--- config.mk ---
export PLATFORM = sky130hd
export DESIGN_NAME = s2c_mac
export DESIGN_NICKNAME = d
export VERILOG_FILES = /design/src/hdl/s2c_pkg.sv /design/src/hdl/s2c_mac.sv
export SDC_FILE = /design/constraint.sdc
export NUM_CORES = 1
export LEC_CHECK = 0
export ABC_AREA = 1
export BUFFER_PORTS_ARGS = -buffer_cell sky130_fd_sc_hd__buf_2
export CAP_MARGIN = 5
export CORE_ASPECT_RATIO = 1.1
export CORE_MARGIN = 3
export CORE_UTILIZATION = 40
export CTS_CLUSTER_DIAMETER = 150
export DETAILED_ROUTE_END_ITERATION = 12
export GPL_TIMING_DRIVEN = 0
export PLACE_DENSITY = 0.59
export RECOVER_POWER = 100
export REMOVE_ABC_BUFFERS = 1
export SYNTH_ARGS = -nofsm -noshare
export SYNTH_HDL_FRONTEND = slang
export SYNTH_SLANG_ARGS = --single-unit
export TNS_END_PERCENT = 100
--- constraint.sdc ---
create_clock -name clk_i -period 2.75 [get_ports clk_i]
set_clock_uncertainty 0.2 [all_clocks]
set_input_delay 0.275 -clock clk_i [delete_from_list [all_inputs] [get_ports clk_i]]
set_output_delay 0.275 -clock clk_i [all_outputs]
set_load 0.1 [all_outputs]
--- src/hdl/s2c_pkg.sv ---
`default_nettype none
// ----------------------------------------------------------------------------
// s2c_pkg: shared constants and types
// Widths, register indexes and clamping helpers for the strided filter.
// ----------------------------------------------------------------------------
package s2c_pkg;
  localparam int MaxImageRows = 64;
  localparam int MaxImageCols = 64;
  localparam int MaxKernelDim = 8;
  localparam int SampleWidth  = 16;
  localparam int FracBits     = 14;
  localparam int MaxStep      = 8;
  localparam int OutWidth     = 24;

  localparam int RowW   = $clog2(MaxImageRows);
  localparam int ColW   = $clog2(MaxImageCols);
  localparam int KW     = $clog2(MaxKernelDim);
  localparam int CoefN  = MaxKernelDim * MaxKernelDim;
  localparam int CoefAw = $clog2(CoefN);
  localparam int PixN   = MaxKernelDim * MaxImageCols;
  localparam int PixAw  = $clog2(PixN);
  localparam int ProdW  = 2 * SampleWidth;
  localparam int AccW   = ProdW + $clog2(CoefN) + 1;

  localparam int CfgIdxW  = 3;
  localparam int CfgDataW = 7;

  typedef enum logic [CfgIdxW-1:0] {
    REG_IMAGE_ROWS = 3'd0,
    REG_IMAGE_COLS = 3'd1,
    REG_KERNEL_ROWS = 3'd2,
    REG_KERNEL_COLS = 3'd3,
    REG_VSTEP = 3'd4,
    REG_HSTEP = 3'd5,
    REG_FLIP = 3'd6
  } reg_idx_e;

  // Clamp a register value to 1..hi; result holds up to hi.
  function automatic logic [6:0] clamp7(input logic [6:0] v, input logic [6:0] hi);
    logic [6:0] r;
    r = v;
    if (v == 7'd0) r = 7'd1;
    else if (v > hi) r = hi;
    return r;
  endfunction
endpackage
`default_nettype wire

--- src/hdl/s2c_mac.sv ---
`default_nettype none
// ----------------------------------------------------------------------------
// s2c_mac: shared multiply-accumulate unit
// Registered product, then accumulate; output shifted, floored and saturated.
// ----------------------------------------------------------------------------
module s2c_mac (
  input  wire logic                                 clk_i,
  input  wire logic                                 rst_ni,
  input  wire logic                                 clear_i,
  input  wire logic                                 mul_en_i,
  input  wire logic                                 acc_en_i,
  input  wire logic signed [s2c_pkg::SampleWidth-1:0] coef_i,
  input  wire logic signed [s2c_pkg::SampleWidth-1:0] pix_i,
  output logic signed [s2c_pkg::OutWidth-1:0]       result_o
);
  import s2c_pkg::*;
  logic signed [ProdW-1:0] prod_q;
  logic signed [AccW-1:0]  acc_q, shifted;

  always_ff @(posedge clk_i or negedge rst_ni) begin
    if (!rst_ni) begin
      acc_q <= '0;
    end else if (clear_i) begin
      acc_q <= '0;
    end else if (acc_en_i) begin
      acc_q <= acc_q + AccW'(prod_q);
    end
  end

  always_ff @(posedge clk_i) begin
    if (mul_en_i) prod_q <= coef_i * pix_i;
  end

  // Arithmetic shift floors toward minus infinity.
  assign shifted = acc_q >>> FracBits;
  always_comb begin
    if (shifted > AccW'(signed'({1'b0, {(OutWidth-1){1'b1}}})))
      result_o = {1'b0, {(OutWidth-1){1'b1}}};
    else if (shifted < -AccW'(signed'({1'b0, 1'b1, {(OutWidth-1){1'b0}}})))
      result_o = {1'b1, {(OutWidth-1){1'b0}}};
    else
      result_o = shifted[OutWidth-1:0];
  end
endmodule
`default_nettype wire

=== Word level (Yosys, flattened, before mapping) ===
Cells that the tools add are included.

* Memory bits (writable): 0
* Memories: 0
* Bits in read-only memories: 0
* Register bits after elaboration: 71
* Output and inout port bits: 24
* Bits in latches: 0
* Input port bits: 37

* Magnitude comparators: 2
* Bitwise logic cells: 0
* Equal/unequal tests: 0
* Divide/modulo/power cells: 0
* Shift operators: 0
* Reductions and logical operators: 1
* Multipliers: 1
* Multiplexer cells: 4
* Add/sub/neg operators: 1

{| class="wikitable"
|+ Operators with widths
! cell !! count
|-
| 2-to-1 mux 39 bit || 2
|-
| 2-to-1 mux 24 bit || 2
|-
| adder 39 x 32 -> 39 bit || 1
|-
| multiplier 16 x 16 -> 32 bit || 1
|-
| > comparator 25 x 24 -> 1 bit (second input constant) || 1
|-
| less-than comparator 25 x 24 -> 1 bit (second input constant) || 1
|-
| nonzero test 2 bit || 1
|}

=== Depth between registers and ports, before layout ===
* Word-level depth: 3
* Depth in mapped cells: 28
* Mapped depth without buffers: 26

=== Worst setup path before layout ===
OpenSTA, ideal clock, no wires.

* Path type: input to register
* Start: input port pix_i[7] (netlist name)
* End: register prod_q[30] (data pin)
* Stages on the path: 22
* Setup slack: -2.969 ns
* Library setup time: 0.252 ns
* Arrival time: 5.267 ns
* Buffers on the path: 2
* Cells stage by stage: clkbuf_1 -> clkbuf_1 -> nand2_1 -> fa_1 -> inv_1 -> fa_1 -> inv_1 -> fa_1 -> inv_1 -> fa_1 -> fa_1 -> inv_1 -> fa_1 -> inv_1 -> ha_1 -> nand2_1 -> nor2_1 -> inv_1 -> nor4_2 -> nand2_1 -> nand3_1 -> nand2_1

* Word-level cells in the longest chain between the ends: 1

{| class="wikitable"
|+ Ends and longest elaborated chain
! element !! line !! text
|-
| start, declared || s2c_mac.sv:13 || <nowiki>input wire logic signed [s2c_pkg::SampleWidth-1:0] pix_i,</nowiki>
|-
| multiplier 16 x 16 -> 32 bit || s2c_mac.sv:31 || <nowiki>if (mul_en_i) prod_q <= coef_i * pix_i;</nowiki>
|-
| end signal, assigned || s2c_mac.sv:31 ||
|-
| end, declared || s2c_mac.sv:17 || <nowiki>logic signed [ProdW-1:0] prod_q;</nowiki>
|}

No other way between the ends.
A chain may end at the register's enable or synchronous reset.

=== Final worst setup path ===
* Start: input port pix_i[15] (netlist name)
* End: register prod_q[28] (data pin)

Same word-level chain as after synthesis.

==> flow_metrics.py <==
metrics = {
    "layout": {
        "syn2layout_area_growth_pct": 23.5,
        "fin_nets": 2792,
        "n_fill_cell": 3870,
        "final_layout_size_suffix_gt1_share_pct": 20.8,
        "num_antenna_cells": 0,
    },
    "die": {
        "die_y_um": 218,
        "ios": 61,
        "rows": 77,
        "initial_core_util_pct": 40.6,
        "die_x_um": 199,
        "die-area_um2": 43300,
        "fp.coreArea_um2": 40300,
    },
    "critical_path": {
        "reg2reg_depth": 12,
        "cp-start-kind": "input port",
        "path_cells": "buf_6 -> clkinvlp_4 -> buf_12 -> or2_4 -> fa_1 -> fa_1 -> inv_2 -> fa_2 -> fa_2 -> fa_1 -> inv_2 -> fa_2 -> inv_2 -> ha_4 -> nand2_4 -> nor2_2 -> nor2_2 -> nor2_1 -> o211ai_1 -> buf_4 -> nand3_2 -> nand2_2 -> nand2_2",
        "crit_required_ns": 2.65,
        "critPathMaxFanout": 4,
        "critPathTopFamily": "adder cells",
        "critPathBufInv": 7,
        "reg2reg_setup_slack_ns": -0.07,
        "slowest_stage": "fa_2",
        "arrival_ns": 5.19,
        "worstSetupPathType": "in2reg",
        "end_kind": "flip-flop",
        "r2r_end": "acc_q[20]",
        "cpPeakStageDelay_ns": 0.55,
        "r2r_start": "prod_q[0]",
    },
    "logic_synthesis": {
        "ys_seq_area_share_pct": 11.9,
        "ys_ff_latch": 71,
        "synth-compound-area-share_pct": 5.03,
        "synth-simple-area-share_pct": 24.1,
        "synth.distinct_cells": 42,
        "netlist_area_um2": 16300,
        "synth-edff-count": 32,
        "synth_top_family_by_area": "adder cells",
        "async_flop_share_pct": 54.9,
        "ys.flop_type": "dfrtp_1",
        "synthAdderAreaFrac_pct": 41.4,
        "yosysWarningCount": 0,
        "syn_inst": 2274,
        "synthMuxAreaShare_pct": 0,
        "yosys.area_share.xor_xnor_pct": 2.04,
        "synth.avg_cell_area_um2": 7.19,
    },
    "sta": {
        "final-hold-violation-count": 0,
        "hold_ws_ns": 0.0897,
        "setup_viol": 31,
        "fmax_mhz": 189,
        "min_period_ns": 5.29,
        "finalWorstSetupSlack_ns": -2.54,
        "drv_slew": 70,
        "maxSlewHeadroom_pct": -25.4,
        "rsz0062_at_grt": "yes",
        "tightest_slew_ns": 1.88,
        "finalCritPeriodShare_pct": 192,
    },
    "clocking": {
        "clk_path_buf_depth": 2,
        "cts_root_buf": "clkbuf_16",
        "insertion_delay_ns": 0.36,
        "cts_buffers": 9,
        "cts_tree": "built",
        "clkSinkCount": 71,
        "htree_levels": 3,
        "clkTransAtPathRegs_ns": 0.06,
    },
    "drt": {
        "drc_errors": 0,
        "first_iter_violations": 710,
        "viasPerCell": 4.89,
        "wl_per_cell_um": 16.0,
        "drtPass1Iterations": 5,
        "via_count": 14100,
        "wl_um": 46200,
        "final_antenna_net_count": 0,
    },
    "worst_hold_path": {
        "hold_path_depth": 3,
        "holdPathEnd": "acc_q[3]",
        "hold_path_class": "in2reg",
        "worstHoldStart": "acc_en_i",
    },
    "grt": {
        "grt_pass1_vias": 15300,
        "antenna_found_initial": 0,
        "grt_overflow": 0,
        "grt_max_degree": 40,
        "grt_pass1_wl_um": 75900,
        "grtUsageTotal_pct": 21.8,
    },
    "placement": {
        "dp_hpwl_um": 35900,
        "place_congestion": 0.920,
        "numPortBuffers": 60,
    },
    "run": {
        "cap_violations": 2,
    },
    "outcome": {
        "violations": "capacitance limit, slew limit, setup timing",
        "status": "finished with violations",
    },
}
Yosys cell counts, types with 3 or more instances:
cell type / count / area, um^2
nand3_2: 7 / 70.1
o21ai_1: 6 / 30.0
o21ai_0: 47 / 235
nand3b_1: 15 / 113
fa_1: 263 / 5270
nor2_2: 7 / 43.8
nand2_1: 703 / 2640
nor2_1: 127 / 477
nor3_2: 6 / 60.1
a21oi_1: 57 / 285
xor2_1: 22 / 193
a31oi_1: 4 / 25.0
nand2_2: 9 / 56.3
xnor2_1: 16 / 140
nand3_1: 56 / 280
clkbuf_1: 69 / 259
nand4_1: 17 / 106
inv_1: 594 / 2230
dfrtp_1: 39 / 976
a21o_1: 5 / 37.5
a21oi_2: 4 / 35.0
or2_2: 3 / 18.8
ha_1: 120 / 1500
inv_2: 13 / 48.8
edfxtp_1: 32 / 961
o21bai_1: 7 / 52.6
cells in the final DEF, fill, tap and decap left out, drive strengths merged, types with 4 or more instances in the layout:
cell and instances:
nand2 712, inv 605, fa 263, nor2 136, buf 132, ha 120, nand3 63, a21oi 61
o21ai 55, dfrtp 39, clkbuf 36, edfxtp 32, xor2 22, nand4 17, xnor2 16, nand3b 15
nor3 8, o21bai 7, a21o 5, clkinvlp 4, a31oi 4
repair_timing:
item                                    4_1_cts  5_1_grt
hold buffers                                  1        0
hold endpoints to repair                     39        0
pin swaps                                   152       71
endpoints found under the setup margin       51       59
buffers inserted                             72       25
resized for setup                           411      103
gates cloned                                  2        0
how the worst max path moves through the flow:
stage | start | endpoint | slack [ns] | cells after the start
after floorplan | pix_i[1] | prod_q[27] | -2.64 | 19
after global placement | pix_i[1] | prod_q[24] | -3.68 | 17
after detailed placement | pix_i[1] | prod_q[25] | -3.71 | 19
after CTS | pix_i[3] | prod_q[30] | -2.48 | 22
after global routing | pix_i[15] | prod_q[30] | -2.67 | 22
final | pix_i[15] | prod_q[28] | -2.54 | 23
sequential cells by signal, summed over array words and instances (netlist names):
signal and flops:
acc_q 39, prod_q 32
through the flow:
step                util [%]  cell area, um^2  setup slack, ns  setup TNS [ns]  std cells
global placement        42.2            17000            -3.68          -95.57       2775
detailed placement      42.3            17000            -3.71          -81.79       2775
global route            50.1            20200            -2.67          -63.16       2890
finish                  50.1            20200            -2.54          -58.34       2890
CTS                     48.9            19700            -2.48          -55.79       2865
floorplan                  -            16100            -2.64          -67.25       2202
worst register-to-register path: stages (launching register included):
cell and delay (ns):
edfxtp_1 0.37, ha_1 0.30, fa_1 0.53, nand3_1 0.14
nand3_1 0.22, nand2_1 0.15, nand3_2 0.11, nand2_1 0.08
nand2_1 0.15, nand2_1 0.19, nand3b_1 0.10, nand3_1 0.10
nand2_1 0.06
layout make-up:
type	instances	area (um^2)	share of cell area, %
inverters	607	2290	11.4
clock inverters	5	83.8	0.415
flip-flops and latches	71	1940	9.60
repair buffers	159	1670	8.28
well taps	513	642	3.18
multi-input cells	1524	13300	66.0
clock buffers	11	233	1.15
routing by layer:
layer | track usage [%] | vias to the layer above | wire, um
met5 | 0 | - | 0
met1 | 26.3 | 6936 | 19400
met4 | 6.51 | 0 | 1500
li1 | - | 6820 | -
met2 | 41.1 | 283 | 24200
met3 | 1.73 | 103 | 1170
kinds of logic after synthesis:
logic type | Yosys count
xor gates and xnor gates | 38
adders and majority gates | 383
DFF | 71
and+or+nand+nor | 959
AOI/OAI and AO/OA | 144
buffers and inverters | 679
Power is left out: the tool's default activity adds up to more than one toggle a clock period on the data nets, which glitch-free logic cannot reach.
